==> config.mk <==
export PLATFORM = sky130hd
export DESIGN_NAME = mec_queue
export DESIGN_NICKNAME = d
export VERILOG_FILES = /design/src/hw/rtl/mec_pkg.sv /design/src/hw/rtl/mec_queue.sv
export SDC_FILE = /design/constraint.sdc
export NUM_CORES = 1
export LEC_CHECK = 0
export ABC_AREA = 1
export BUFFER_PORTS_ARGS = -buffer_cell sky130_fd_sc_hd__buf_2
export CAP_MARGIN = 20
export CORE_ASPECT_RATIO = 0.6
export CORE_MARGIN = 10
export CORE_UTILIZATION = 25
export CTS_CLUSTER_SIZE = 8
export DETAILED_ROUTE_END_ITERATION = 10
export PLACE_DENSITY_LB_ADDON = 0.12
export SKIP_CTS_REPAIR_TIMING = 1
export SLEW_MARGIN = 10
export SYNTH_ARGS = -nofsm -noshare
export SYNTH_HDL_FRONTEND = slang
export SYNTH_SLANG_ARGS = --single-unit
==> constraint.sdc <==
create_clock -name clk -period 7.5 [get_ports clk]
set_input_delay 0.375 -clock clk [delete_from_list [all_inputs] [get_ports clk]]
set_output_delay 0.375 -clock clk [all_outputs]
set_load 0.05 [all_outputs]
==> src/hw/rtl/mec_pkg.sv <==
// mec_pkg: shared widths, register indexes, payload structs and saturation
// for the mandelbrot escape counter; used by every rtl file, depends on nothing
package mec_pkg;

    localparam int WORD_W    = 32;
    localparam int FRAC_BITS = 28;
    localparam int PROD_W    = 2 * WORD_W;
    localparam int SQ_W      = PROD_W - FRAC_BITS;
    localparam int RI_W      = SQ_W + 1;
    localparam int LEN_W     = SQ_W + 1;
    localparam int SAT_W     = 48;

    localparam int COORD_W   = 12;
    localparam int STEP_W    = 31;
    localparam int ITER_W    = 17;
    localparam int CPROD_W   = COORD_W + STEP_W;
    localparam int MAX_DIM   = 4096;
    localparam logic [COORD_W-1:0] COORD_MASK = COORD_W'(MAX_DIM - 1);

    localparam logic [LEN_W-1:0] ESCAPE_LIMIT = LEN_W'(64'd4 << FRAC_BITS);

    localparam int CFG_IDX_W  = 3;
    localparam int CFG_DATA_W = 32;
    localparam logic [CFG_IDX_W-1:0] REG_X_MIN    = 3'd0;
    localparam logic [CFG_IDX_W-1:0] REG_Y_MIN    = 3'd1;
    localparam logic [CFG_IDX_W-1:0] REG_STEP_X   = 3'd2;
    localparam logic [CFG_IDX_W-1:0] REG_STEP_Y   = 3'd3;
    localparam logic [CFG_IDX_W-1:0] REG_MAX_ITER = 3'd4;

    localparam logic signed [WORD_W-1:0] RST_X_MIN    = -32'sd536870912;
    localparam logic signed [WORD_W-1:0] RST_Y_MIN    = -32'sd536870912;
    localparam logic [STEP_W-1:0]        RST_STEP_X   = 31'd1342177;
    localparam logic [STEP_W-1:0]        RST_STEP_Y   = 31'd1342177;
    localparam logic [ITER_W-1:0]        RST_MAX_ITER = 17'd100000;

    typedef struct packed {
        logic signed [WORD_W-1:0] x_min;
        logic signed [WORD_W-1:0] y_min;
        logic [STEP_W-1:0]        step_x;
        logic [STEP_W-1:0]        step_y;
    } plane_cfg_t;

    typedef struct packed {
        logic [COORD_W-1:0]       column;
        logic [COORD_W-1:0]       row;
        logic signed [WORD_W-1:0] cr;
        logic signed [WORD_W-1:0] ci;
    } job_t;

    typedef struct packed {
        logic [COORD_W-1:0] pixel_column;
        logic [COORD_W-1:0] pixel_row;
        logic [ITER_W-1:0]  iteration_count;
        logic               escaped;
    } result_t;

    // clamp a wide signed value into one word
    function automatic logic signed [WORD_W-1:0] sat_word(input logic signed [SAT_W-1:0] v);
        if (v[SAT_W-1:WORD_W-1] == '0 || v[SAT_W-1:WORD_W-1] == '1)
        begin
            return v[WORD_W-1:0];
        end
        else if (v[SAT_W-1])
        begin
            return {1'b1, {(WORD_W-1){1'b0}}};
        end
        else
        begin
            return {1'b0, {(WORD_W-1){1'b1}}};
        end
    endfunction

endpackage

==> src/hw/rtl/mec_queue.sv <==
// mec_queue: small first-in first-out queue of mapped pixels
// depends on mec_pkg; sits between mec_front and mec_back
module mec_queue #(
    parameter int DEPTH = 4
) (
    input  logic          clk,
    input  logic          rst_n,
    input  logic          push,
    input  mec_pkg::job_t push_data,
    output logic          full,
    input  logic          pop,
    output mec_pkg::job_t pop_data,
    output logic          empty
);

    localparam int PTR_W = (DEPTH > 1) ? $clog2(DEPTH) : 1;

    mec_pkg::job_t    entry_reg [DEPTH];
    logic [PTR_W-1:0] wr_ptr_reg;
    logic [PTR_W-1:0] wr_ptr_next;
    logic [PTR_W-1:0] rd_ptr_reg;
    logic [PTR_W-1:0] rd_ptr_next;
    logic [PTR_W:0]   fill_reg;
    logic [PTR_W:0]   fill_next;

    assign full     = (fill_reg == (PTR_W+1)'(DEPTH));
    assign empty    = (fill_reg == '0);
    assign pop_data = entry_reg[rd_ptr_reg];

    always_comb
    begin
        wr_ptr_next = wr_ptr_reg;
        rd_ptr_next = rd_ptr_reg;
        fill_next   = fill_reg;
        if (push)
        begin
            wr_ptr_next = (wr_ptr_reg == PTR_W'(DEPTH - 1)) ? '0 : wr_ptr_reg + 1'b1;
        end
        if (pop)
        begin
            rd_ptr_next = (rd_ptr_reg == PTR_W'(DEPTH - 1)) ? '0 : rd_ptr_reg + 1'b1;
        end
        if (push && !pop)
        begin
            fill_next = fill_reg + 1'b1;
        end
        else if (pop && !push)
        begin
            fill_next = fill_reg - 1'b1;
        end
    end

    always_ff @(posedge clk or negedge rst_n)
    begin
        if (!rst_n)
        begin
            wr_ptr_reg <= '0;
            rd_ptr_reg <= '0;
            fill_reg   <= '0;
        end
        else
        begin
            wr_ptr_reg <= wr_ptr_next;
            rd_ptr_reg <= rd_ptr_next;
            fill_reg   <= fill_next;
        end
    end

    always_ff @(posedge clk)
    begin
        if (push)
        begin
            entry_reg[wr_ptr_reg] <= push_data;
        end
    end

    a_no_overflow: assert property (@(posedge clk) disable iff (!rst_n)
        full && !pop |=> fill_reg == (PTR_W+1)'(DEPTH))
        else $error("queue fill changed while full and not drained");
    a_no_underflow: assert property (@(posedge clk) disable iff (!rst_n)
        empty && !push |=> empty)
        else $error("queue left empty without a push");
    a_fill_step: assert property (@(posedge clk) disable iff (!rst_n)
        push && pop |=> $stable(fill_reg))
        else $error("queue fill moved on a simultaneous push and pop");

endmodule

; ---- Yosys cells after proc, flatten, opt, wreduce, memory -nomap -nowiden
; Memory sizes are Yosys's and may differ from the RTL's.
; Index checks and enable logic that the tools add are counted.
[totals]
reg_bits = 7
ramBits = 352
output_inout_bits = 90
memories = 1
[classes]
addsub = 4
n_eq_ne = 3
n_mux = 6
n_reduce_logical = 6
[mem_list]
columns = memory, words, width, read_ports, rd_ports_with_merged_regs, write_ports, line_no
row1 = entry_reg, 4, 88, 1, 0, 1, mec_queue.sv:18  ; mec_pkg::job_t entry_reg [DEPTH];
[op_table]
columns = cell, n
row1 = $mux 3, 2
row2 = $add 2x1->2 const B, 2
row3 = $eq 2x2->1 const B, 2
row4 = $mux 2, 2
row5 = $add 3x1->3 const B, 1
row6 = $eq 3x3->1 const B, 1
row7 = $logic_not 3->1, 1
row8 = $sub 3x1->3 const B, 1
row9 = $logic_and 1x1->1, 2
row10 = $logic_not 1->1, 2
row11 = $mux 1, 2
row12 = $reduce_bool 2->1, 1

; ---- Depth between registers and ports, before layout
[depth]
ltp_word = 4
ltp_mapped = 9
depth_no_buf = 9

; ---- Worst setup path after synthesis
; OpenSTA, ideal clock, no wires.
[synth_path]
path_type = reg-to-reg
startpoint = reg wr_ptr_reg[0]
endpoint = mem entry_reg[2][0] (netlist name) (enable)
setup_ps = 442
arrival_time_ps = 2363
t_required_ps = 7058
slack_ps = 4696
stages_incl_launch_ff = 5
n_path_buf = 0
period_less_slack_ps = 2804
path_cell_list = dfrtp_1 inv_1 ha_1 nand2_1 inv_1
[synth_rtl]
columns = element, line_no
row1 = start: declaration, mec_queue.sv:19  ; logic [PTR_W-1:0] wr_ptr_reg;
row2 = start signal: assignment, mec_queue.sv:63  ; wr_ptr_reg <= wr_ptr_next;
row3 = end: declaration, mec_queue.sv:18
; No word-level cell before the write port.

==> summary.txt <==
Timing
  • Relative slew slack: 0.392
  • Setup repair after global routing missed its margin: false
  • Crit share post-route: 0.475
  • # setup viols final: 0
  • Worst-Margin Slew: 0.912 ns
  • Achievable Freq: 281 MHz
  • Tmin final: 3.56 ns
  • Final slew viol count: 0
  • Final TNS setup: 0 ns
  • Final Skew: 0.0210 ns
  • Final hold vios: 0

Drt
  • Wire length per cell: 17.4 µm
  • Vias per inst: 4.03
  • DRC Markers: 0
  • Routed wire length: 36100 µm
  • Via Count: 8373
  • Antenna-violating nets left: 0
  • DR pass1 iterations: 5
  • Initial DRC count: 409

Pwr
  • Pwr Total: 7.80 mW
  • Peak supply drop: 0.188 mV
  • Pleak: 7.18 nW
  • PD cells: 433 nW/µm²

Synthesis
  • Post-synthesis average cell area: 13.8 µm²
  • Synth Area in Simple Gates: 0.0722
  • Post-synthesis cell count: 1079
  • Mux contribution to synthesized area: 0
  • Post-synth top cells: edfxtp_1, nand2_1, inv_1, o211ai_2, o211ai_1
  • Yosys top cell by area: edfxtp_1
  • Post-synthesis sequential area ratio: 0.721
  • Most frequent cell after synthesis: edfxtp_1
  • Syn Nets: 1178
  • Distinct cells, synth: 22
  • Post-synth ARST share: 0.0195
  • Top_reg_cell synth: edfxtp_1
  • EDFF count, synth: 352
  • Adder-Cell Fraction of Synth Area: 0.00638
  • Compound-Gate Fraction of Synth Area: 0.124
  • Post-synth top area share: 0.709
  • Largest family of logic cells by synthesized area: compound AO/OA/AOI/OAI gates
  • Register bit total from synthesis: 359
  • Mapped Area: 14900 µm²
  • Area contributors post-synth: edfxtp_1, o211ai_2, nand2_1
  • XOR/XNOR share of the synthesized area: 0.000588
  • YS warnings: 0

Global routing
  • Vias in the first global route: 8682
  • Largest net degree at the start of global routing: 175
  • First-pass GRT wire length: 55700 µm
  • GRT Total Usage: 0.103
  • Initial antenna violation count: 4
  • Total gr overflow: 0

Cells and area
  • Share of post-route cells with drive strength above 1: 0.269
  • Antenna Cells: 0
  • Max FFs per register: 352
  • Area grow syn2layout: 21.0%
  • Nets@finish: 1387
  • Fill cells: 6025

Die
  • Core Area: 59100 µm²
  • Starting Density: 0.252
  • Die Width: 335 µm
  • Cell row count: 69
  • Die Ht: 209 µm
  • I/O pin cnt: 182
  • Die Area: 70100 µm²

CTS
  • CTS Root Cell: clkbuf_16
  • TritonCTS clock tree: built
  • Total clock sinks: 359
  • CTS buffer count: 50
  • Clk Latency, worst-skew pair: 0.58 ns
  • Max Buffers Root-to-Sink: 3
  • Clk slew on worst S/H paths: 0.06 ns
  • Max H-tree Level: 2

Placed design
  • DPL Wire Length: 20800 µm
  • Port Buffers: 181
  • Gpl congestion: 0.670

Run
  • Max Cap Viol: 0

Critical path
  • CP Class: flop to primary output
  • Setup crit end kind: primary output
  • Worst Setup SP: rd_ptr_reg[1]
  • Critical path startpoint category: flop
  • Arr. time, crit path: 3.18 ns
  • Worst R2R Start: wr_ptr_reg[0]
  • Slowest-stage cell, CP: dfrtp_4
  • Sequence of cells on the critical path: inv_4, buf_4, o211ai_1, nand2_1, buf_2
  • Crit-path max cell delay: 0.68 ns
  • Critical Path RT: 7.12 ns
  • Crit path max fanout: 48

Status
  • Status: complete, no violations

Worst hold path
  • Min-delay src: pop
  • Worst hold path class: input pin to flop
## report_power, final
part	internal (mW)	switching (mW)
Clock	1.20	0.813
Sequential	2.58	0.123
Combinational	0.674	2.41
Total	4.46	3.35
## path summary, 6_finish.rpt
check | endpoint | slack [ns] | depth (start not counted)
max in group asynchronous | rd_ptr_reg[1] | 7.10 | 2
worst min-delay path | rd_ptr_reg[1] | 0.02 | 2
worst min register to register | fill_reg[2] | 0.50 | 2
worst max-delay path | pop_data[62] | 3.94 | 5
min in group asynchronous | fill_reg[2] | 0.19 | 2
worst max register to register | entry_reg[2][77] | 5.03 | 5
## kinds of logic after synthesis
| group | count (synthesis) |
|---|---|
| buf+inv | 247 |
| xor+xnor | 1 |
| simple gates | 285 |
| compound gates | 180 |
| fa+ha+maj | 7 |
| flops | 359 |
## layout by cell type (no fill, tap or decap), drive strengths merged
cell	count
nand3	1
dfrtp	7
edfxtp	352
inv	190
dlygate4sd3	25
fa	1
o211ai	176
nand4	1
nor3	2
nor2	1
buf	190
o21ai	4
nand2	280
ha	6
xnor2	1
clkbuf	61
## stage by stage
step | utilization | cell area (µm²) | hold WS [ns] | std cells | worst slack (ns)
after CTS | 0.301 | 17800 | -0.401 | 2054 | 3.80
final | 0.305 | 18000 | 0.0175 | 2079 | 3.94
after detailed placement | 0.279 | 16500 | 0.246 | 1992 | 4.45
after global placement | 0.279 | 16500 | 0.245 | 1992 | 4.45
after global routing | 0.305 | 18000 | 0.0000599 | 2079 | 3.68
after floorplan | - | 14900 | 0.0794 | 1079 | 4.70
## per-layer routing
metal | GRT usage | wire length [µm] | up-vias
met2 | 0.161 | 16300 | 146
met1 | 0.137 | 17300 | 3995
li1 | - | - | 4169
met3 | 0.0309 | 1800 | 57
met5 | 0 | 45 | -
met4 | 0.0284 | 665 | 6
## worst max-delay path: cells and delay by family (launching register included)
kind                   cells  cell delay, ns
flip-flops                 1            0.68
AO/OA/AOI/OAI              1            0.21
AND/OR/NAND/NOR            1            0.10
buffers and inverters      3            1.46
## final cells by class
cell class	count	area, µm²	area share
clock buffer	61	1310	0.0728
clock inverter	1	8.76	0.000486
inverter	189	729	0.0404
multi-input combinational	473	3020	0.168
sequential	359	10700	0.596
tap	781	977	0.0542
timing repair buffer	215	1240	0.0685
Note: power is estimated with default switching activity, not from simulation.
