File: src/hw/rtl/mec_pkg.sv
// mec_pkg: shared widths, register indexes, payload structs and saturation
// for the mandelbrot escape counter; used by every rtl file, depends on nothing
package mec_pkg;

    localparam int WORD_W    = 32;
    localparam int FRAC_BITS = 28;
    localparam int PROD_W    = 2 * WORD_W;
    localparam int SQ_W      = PROD_W - FRAC_BITS;
    localparam int RI_W      = SQ_W + 1;
    localparam int LEN_W     = SQ_W + 1;
    localparam int SAT_W     = 48;

    localparam int COORD_W   = 12;
    localparam int STEP_W    = 31;
    localparam int ITER_W    = 17;
    localparam int CPROD_W   = COORD_W + STEP_W;
    localparam int MAX_DIM   = 4096;
    localparam logic [COORD_W-1:0] COORD_MASK = COORD_W'(MAX_DIM - 1);

    localparam logic [LEN_W-1:0] ESCAPE_LIMIT = LEN_W'(64'd4 << FRAC_BITS);

    localparam int CFG_IDX_W  = 3;
    localparam int CFG_DATA_W = 32;
    localparam logic [CFG_IDX_W-1:0] REG_X_MIN    = 3'd0;
    localparam logic [CFG_IDX_W-1:0] REG_Y_MIN    = 3'd1;
    localparam logic [CFG_IDX_W-1:0] REG_STEP_X   = 3'd2;
    localparam logic [CFG_IDX_W-1:0] REG_STEP_Y   = 3'd3;
    localparam logic [CFG_IDX_W-1:0] REG_MAX_ITER = 3'd4;

    localparam logic signed [WORD_W-1:0] RST_X_MIN    = -32'sd536870912;
    localparam logic signed [WORD_W-1:0] RST_Y_MIN    = -32'sd536870912;
    localparam logic [STEP_W-1:0]        RST_STEP_X   = 31'd1342177;
    localparam logic [STEP_W-1:0]        RST_STEP_Y   = 31'd1342177;
    localparam logic [ITER_W-1:0]        RST_MAX_ITER = 17'd100000;

    typedef struct packed {
        logic signed [WORD_W-1:0] x_min;
        logic signed [WORD_W-1:0] y_min;
        logic [STEP_W-1:0]        step_x;
        logic [STEP_W-1:0]        step_y;
    } plane_cfg_t;

    typedef struct packed {
        logic [COORD_W-1:0]       column;
        logic [COORD_W-1:0]       row;
        logic signed [WORD_W-1:0] cr;
        logic signed [WORD_W-1:0] ci;
    } job_t;

    typedef struct packed {
        logic [COORD_W-1:0] pixel_column;
        logic [COORD_W-1:0] pixel_row;
        logic [ITER_W-1:0]  iteration_count;
        logic               escaped;
    } result_t;

    // clamp a wide signed value into one word
    function automatic logic signed [WORD_W-1:0] sat_word(input logic signed [SAT_W-1:0] v);
        if (v[SAT_W-1:WORD_W-1] == '0 || v[SAT_W-1:WORD_W-1] == '1)
        begin
            return v[WORD_W-1:0];
        end
        else if (v[SAT_W-1])
        begin
            return {1'b1, {(WORD_W-1){1'b0}}};
        end
        else
        begin
            return {1'b0, {(WORD_W-1){1'b1}}};
        end
    endfunction

endpackage

File: src/hw/rtl/mec_front.sv
// mec_front: accepts pixel beats and maps them to the complex point c
// depends on mec_pkg; feeds mec_queue
module mec_front (
    input  logic                        clk,
    input  logic                        rst_n,
    input  mec_pkg::plane_cfg_t         cfg,
    input  logic                        in_valid,
    output logic                        in_ready,
    input  logic [mec_pkg::COORD_W-1:0] column,
    input  logic [mec_pkg::COORD_W-1:0] row,
    input  logic                        q_full,
    output logic                        push,
    output mec_pkg::job_t               push_data
);

    logic                        s1_valid_reg;
    logic                        s1_valid_next;
    logic [mec_pkg::COORD_W-1:0] s1_col_reg;
    logic [mec_pkg::COORD_W-1:0] s1_row_reg;
    logic [mec_pkg::CPROD_W-1:0] s1_px_reg;
    logic [mec_pkg::CPROD_W-1:0] s1_py_reg;
    logic [mec_pkg::COORD_W-1:0] col_w;
    logic [mec_pkg::COORD_W-1:0] row_w;
    logic                        in_accept;
    logic signed [mec_pkg::SAT_W-1:0] sum_x;
    logic signed [mec_pkg::SAT_W-1:0] sum_y;

    assign in_ready  = !s1_valid_reg || !q_full;
    assign in_accept = in_valid && in_ready;
    assign push      = s1_valid_reg && !q_full;
    assign col_w     = column & mec_pkg::COORD_MASK;
    assign row_w     = row & mec_pkg::COORD_MASK;

    always_comb
    begin
        if (in_accept)
        begin
            s1_valid_next = 1'b1;
        end
        else if (push)
        begin
            s1_valid_next = 1'b0;
        end
        else
        begin
            s1_valid_next = s1_valid_reg;
        end
    end

    assign sum_x = mec_pkg::SAT_W'(cfg.x_min) + $signed(mec_pkg::SAT_W'(s1_px_reg));
    assign sum_y = mec_pkg::SAT_W'(cfg.y_min) + $signed(mec_pkg::SAT_W'(s1_py_reg));

    assign push_data.column = s1_col_reg;
    assign push_data.row    = s1_row_reg;
    assign push_data.cr     = mec_pkg::sat_word(sum_x);
    assign push_data.ci     = mec_pkg::sat_word(sum_y);

    always_ff @(posedge clk or negedge rst_n)
    begin
        if (!rst_n)
        begin
            s1_valid_reg <= 1'b0;
        end
        else
        begin
            s1_valid_reg <= s1_valid_next;
        end
    end

    always_ff @(posedge clk)
    begin
        if (in_accept)
        begin
            s1_col_reg <= col_w;
            s1_row_reg <= row_w;
            s1_px_reg  <= mec_pkg::CPROD_W'(col_w) * mec_pkg::CPROD_W'(cfg.step_x);
            s1_py_reg  <= mec_pkg::CPROD_W'(row_w) * mec_pkg::CPROD_W'(cfg.step_y);
        end
    end

endmodule

File: config.mk
export PLATFORM = sky130hd
export DESIGN_NAME = mec_front
export DESIGN_NICKNAME = d
export VERILOG_FILES = /design/src/hw/rtl/mec_pkg.sv /design/src/hw/rtl/mec_front.sv
export SDC_FILE = /design/constraint.sdc
export NUM_CORES = 2
export LEC_CHECK = 0
export ABC_CLOCK_PERIOD_IN_PS = 15390
export BUFFER_PORTS_ARGS = -buffer_cell sky130_fd_sc_hd__buf_2
export CELL_PAD_IN_SITES_DETAIL_PLACEMENT = 0
export CELL_PAD_IN_SITES_GLOBAL_PLACEMENT = 1
export CORE_MARGIN = 4
export CORE_UTILIZATION = 40
export CTS_BUF_LIST = sky130_fd_sc_hd__clkbuf_8
export CTS_CLUSTER_DIAMETER = 60
export CTS_CLUSTER_SIZE = 14
export DETAILED_ROUTE_END_ITERATION = 8
export PLACE_DENSITY = 0.77
export SETUP_SLACK_MARGIN = 0.4
export SYNTH_ARGS = -nofsm -noshare
export SYNTH_HDL_FRONTEND = slang
export SYNTH_SLANG_ARGS = --single-unit
export TNS_END_PERCENT = 1
File: constraint.sdc
create_clock -name clk -period 15.39 [get_ports clk]
set_clock_uncertainty 0.05 [all_clocks]
set_input_delay 3.078 -clock clk [delete_from_list [all_inputs] [get_ports clk]]
set_output_delay 3.078 -clock clk [all_outputs]
set_load 0.1 [all_outputs]
# After elaboration in Yosys (flattened, before gate mapping)
# Cells that the tools add are included.
[word_totals]
inputBits = 154
register_bits = 111
output_inout_bits = 90
elab_cells = 27
[classes]
add_sub_neg = 2
eq_ne = 2
n_mul = 2
n_reduce_logical = 10
n_mux = 6
[ops]
columns = ["cell", "count"]
rows = [
  ["$mux W32", 4],
  ["$add A32 B44 Y45", 2],
  ["$mul A12 B31 Y43", 2],
  ["$eq A17 B17 Y1 const B", 2],
  ["$logic_not A17 Y1", 2],
  ["$logic_or A1 B1 Y1", 3],
  ["$logic_and A1 B1 Y1", 2],
  ["$logic_not A1 Y1", 2],
  ["$mux W1", 2],
  ["$reduce_bool A2 Y1", 1],
]

# Depth between registers and ports, before layout
[depth]
depth_word = 4
depth_mapped = 25
mapped_depth_nobuf = 23

# Worst setup path after synthesis
# Ideal clock, no wire load.
[synth_path]
kind = "in2out"
startpoint = "input cfg[62] (netlist bit)"
endpoint = "output push_data[4] (netlist bit)"
arrival_time_ps = 9346
path_stages = 15
path_slack_ps = 2916
required_time_ps = 12262
path_buffers = 1
path_cell_list = "ha_1 > inv_1 > fa_1 > nand2b_1 > a21o_1 > a31o_2 > a31oi_1 > a21oi_2 > o211ai_2 > and4_1 > o311ai_1 > nor4bb_1 > nand4_1 > buf_2 > o311ai_0"
[synth_rtl]
columns = ["item", "line_no", "source"]
rows = [
  ["from (decl)", "mec_front.sv:6", "input mec_pkg::plane_cfg_t cfg,"],
  ["to (decl)", "mec_front.sv:13", "output mec_pkg::job_t push_data"],
]

==> flow_metrics.env <==
export IMPL_status="finished clean"
export IMPL_die_area_um2=85600
export IMPL_core_region_area_um2=80400
export IMPL_cts_sinks=111
export IMPL_drv_slew=0
export IMPL_grt_max_degree=58
export IMPL_synth_compound_area_share_pct=12.3
export IMPL_yosysWarnings=0
export IMPL_num_rows=104
export IMPL_grt_usage_pct=20.1
export IMPL_finalSetupTns_ns=0
export IMPL_slew_headroom_pct=13.3
export IMPL_synth_xor_area_share_pct=4.00
export IMPL_multi_input_area_um2=25800
export IMPL_dr_pass1_iters=5
export IMPL_ant_nets=0
export IMPL_nNetsFinal=4793
export IMPL_cts_setup_buffers=0
export IMPL_cts_resized_gates=0
export IMPL_die_w_um=293
export IMPL_cts_tree="built"
export IMPL_drtIter0Drc=1262
export IMPL_area_delta_synth_final_pct=6.44
export IMPL_grt_pass1_wl_mm=140
export IMPL_crit_top_cell="buf_2"
export IMPL_syn_nets=4724
export IMPL_worstPathRequired_ns=12.26
export IMPL_gp_congestion=0.886
export IMPL_nFillCells=8145
export IMPL_dpl_worst_slack_ns=4.10
export IMPL_fmax_mhz=88.6
export IMPL_maxCapViolCount=0
export IMPL_synth_top_family_by_area="adder cells"
export IMPL_clock_path_buffers=2
export IMPL_root_buffer="clkbuf_8"
export IMPL_dp_hpwl_mm=69.3
export IMPL_layout_setup_ws_ns=4.10
export IMPL_ys_seq_area_share_pct=10.3
export IMPL_totalWireLength_mm=85.6
export IMPL_port_buffers=243
export IMPL_synthFlopType="edfxtp_1"
export IMPL_cts_buffers=9
export IMPL_yosys_area_share_simple_pct=17.4
export IMPL_drive_gt1_share_pct=8.26
export IMPL_synth_seq_cells=111
export IMPL_period_needed_ns=11.29
export IMPL_syn_inst=3738
export IMPL_post_drt_via_cell_ratio=5.26
export IMPL_fin_crit_sh_pct=73.4
export IMPL_worst_pin_slew_ns=1.30
export IMPL_crit_chain="buf_2, ha_1, inv_1, fa_1, nand2b_1, a21o_1, a31o_2, a31oi_1, a21oi_2, o211ai_2, nand3_1, a211o_1, nand4b_1, o21ai_2, o311ai_0, buf_2"
export IMPL_htree_levels=3
export IMPL_critical_path_class="in2out"
export IMPL_rrSetupSlack_ns=12.95
export IMPL_wl_per_cell_um=17.5
export IMPL_clock_latency_ns=0.47
export IMPL_rsz0062_at_grt="no"
export IMPL_hold_buffers=0
export IMPL_die_y_um=293
export IMPL_antenna_found_initial=13
export IMPL_ys_types=86
export IMPL_cp_data_arrival_time_ns=8.16
export IMPL_final_cell_mix="inv_1, nand2_1, fa_1"
export IMPL_hold_viol=0
export IMPL_ios=244
export IMPL_syn_area_per_cell_um2=8.66
export IMPL_seqCellArea_um2=3330
export IMPL_synthArstFlopShare_pct=0.901
export IMPL_grt_overflow=0
export IMPL_initial_utilization_pct=40.3
export IMPL_layout_commonest_cell="inv_1"
export IMPL_hp_class="reg2reg"
export IMPL_grt_pass1_vias=26300
export IMPL_synth_cell_area_um2=32400
export IMPL_critical_path_endpoint_type="output port"
export IMPL_crit_slowest_cell="o21ai_2"
export IMPL_start_kind="input pin"
export IMPL_synthMuxAreaShare_pct=0.185
export IMPL_drc=0
export IMPL_setup_viol_count_final=0
export IMPL_synthAdderAreaFrac_pct=45.6
export IMPL_max_stage_delay_ns=1.00
export IMPL_synth_edf_count=110
export IMPL_vias=25700
export IMPL_clkTransAtPathRegs_ns=0.14
export IMPL_cp_max_fo=32
==> kinds of logic (layout without fill, tap and decap cells) <==
group                    after synthesis  after routing
adder cells (fa/ha/maj)              832            832
AND/OR/NAND/NOR                     1197           1197
AO/OA/AOI/OAI                        580            580
other                                  0              8
XOR/XNOR                             148            148
flip-flops                           111            111
multiplexers                           6              6
buffers and inverters                864            938
==> critical path: cells and delay by family <==
kind,cells,cell delay [ns]
buf+inv,3,0.54
fa+ha+maj,2,0.59
simple gates,3,0.64
compound gates,8,3.27
==> final cells by class <==
class	count	area share, %
inverters	672	7.32
multi-input cells	2763	74.9
clock inverters	5	0.138
clock buffers	11	0.439
repair buffers	250	3.68
flip-flops and latches	111	9.66
diodes	8	0.0581
well taps	1060	3.85
==> synth_stat cells (5+ instances only) <==
| cell | number | area [um2] |
|---|---|---|
| a211oi_1 | 18 | 135 |
| a21o_1 | 96 | 721 |
| a21oi_1 | 147 | 736 |
| a21oi_2 | 7 | 61.3 |
| a221oi_1 | 7 | 61.3 |
| a31o_2 | 7 | 61.3 |
| a31oi_1 | 32 | 200 |
| and2_1 | 244 | 1530 |
| and3_1 | 13 | 81.3 |
| and4_1 | 8 | 70.1 |
| buf_2 | 9 | 45.0 |
| clkbuf_1 | 179 | 672 |
| edfxtp_1 | 110 | 3300 |
| fa_1 | 582 | 11700 |
| ha_1 | 250 | 3130 |
| inv_1 | 671 | 2520 |
| mux2i_1 | 6 | 60.1 |
| nand2_1 | 660 | 2480 |
| nand2b_1 | 27 | 169 |
| nand3_1 | 30 | 150 |
| nand4_1 | 33 | 206 |
| nor2_1 | 88 | 330 |
| nor2b_1 | 20 | 125 |
| nor3_1 | 32 | 160 |
| o2111ai_1 | 9 | 78.8 |
| o211a_1 | 6 | 60.1 |
| o211ai_1 | 9 | 67.6 |
| o21a_1 | 21 | 158 |
| o21ai_0 | 71 | 355 |
| o21ai_1 | 6 | 30.0 |
| o21bai_1 | 29 | 218 |
| o221ai_1 | 5 | 43.8 |
| o22ai_1 | 7 | 43.8 |
| o311ai_0 | 6 | 52.6 |
| o311ai_1 | 31 | 272 |
| o31ai_1 | 13 | 97.6 |
| or2_2 | 5 | 31.3 |
| or3_1 | 8 | 50.1 |
| xnor2_1 | 96 | 841 |
| xor2_1 | 52 | 455 |
==> final timing paths <==
check | end | depth (start not counted) | from
setup / recovery | push_data[4] | 16 | cfg[62]
hold / removal | s1_valid_reg | 2 | s1_valid_reg
setup reg to reg | s1_px_reg[27] | 3 | s1_valid_reg
hold reg to reg | s1_valid_reg | 2 | s1_valid_reg
max in group asynchronous | s1_valid_reg | 1 | rst_n
min in group asynchronous | s1_valid_reg | 1 | rst_n
==> per-layer routing <==
| layer | GRT usage (%) | vias to the layer above | wire, um |
|---|---|---|---|
| met1 | 27.5 | 13000 | 37900 |
| met5 | 0 | - | 66 |
| met2 | 34.1 | 589 | 41800 |
| met4 | 4.47 | 10 | 1540 |
| li1 | - | 12000 | - |
| met3 | 2.91 | 96 | 4380 |
==> stage by stage <==
| step | instances | cell area, um2 | hold WS, ns | utilization (%) |
|---|---|---|---|---|
| 2_1_floorplan | 3738 | 32400 | 1.09 | - |
| 3_3_place_gp | 4856 | 34200 | 0.446 | 42.6 |
| 4_1_cts | 4872 | 34400 | 0.500 | 42.8 |
| 6_report | 4880 | 34500 | 0.500 | 42.9 |
| 5_1_grt | 4878 | 34500 | 0.513 | 42.9 |
| 3_5_place_dp | 4856 | 34200 | 0.461 | 42.6 |
Power is not shown: default switching activity piles up to over one toggle a cycle in this logic, so the estimate is an artifact.
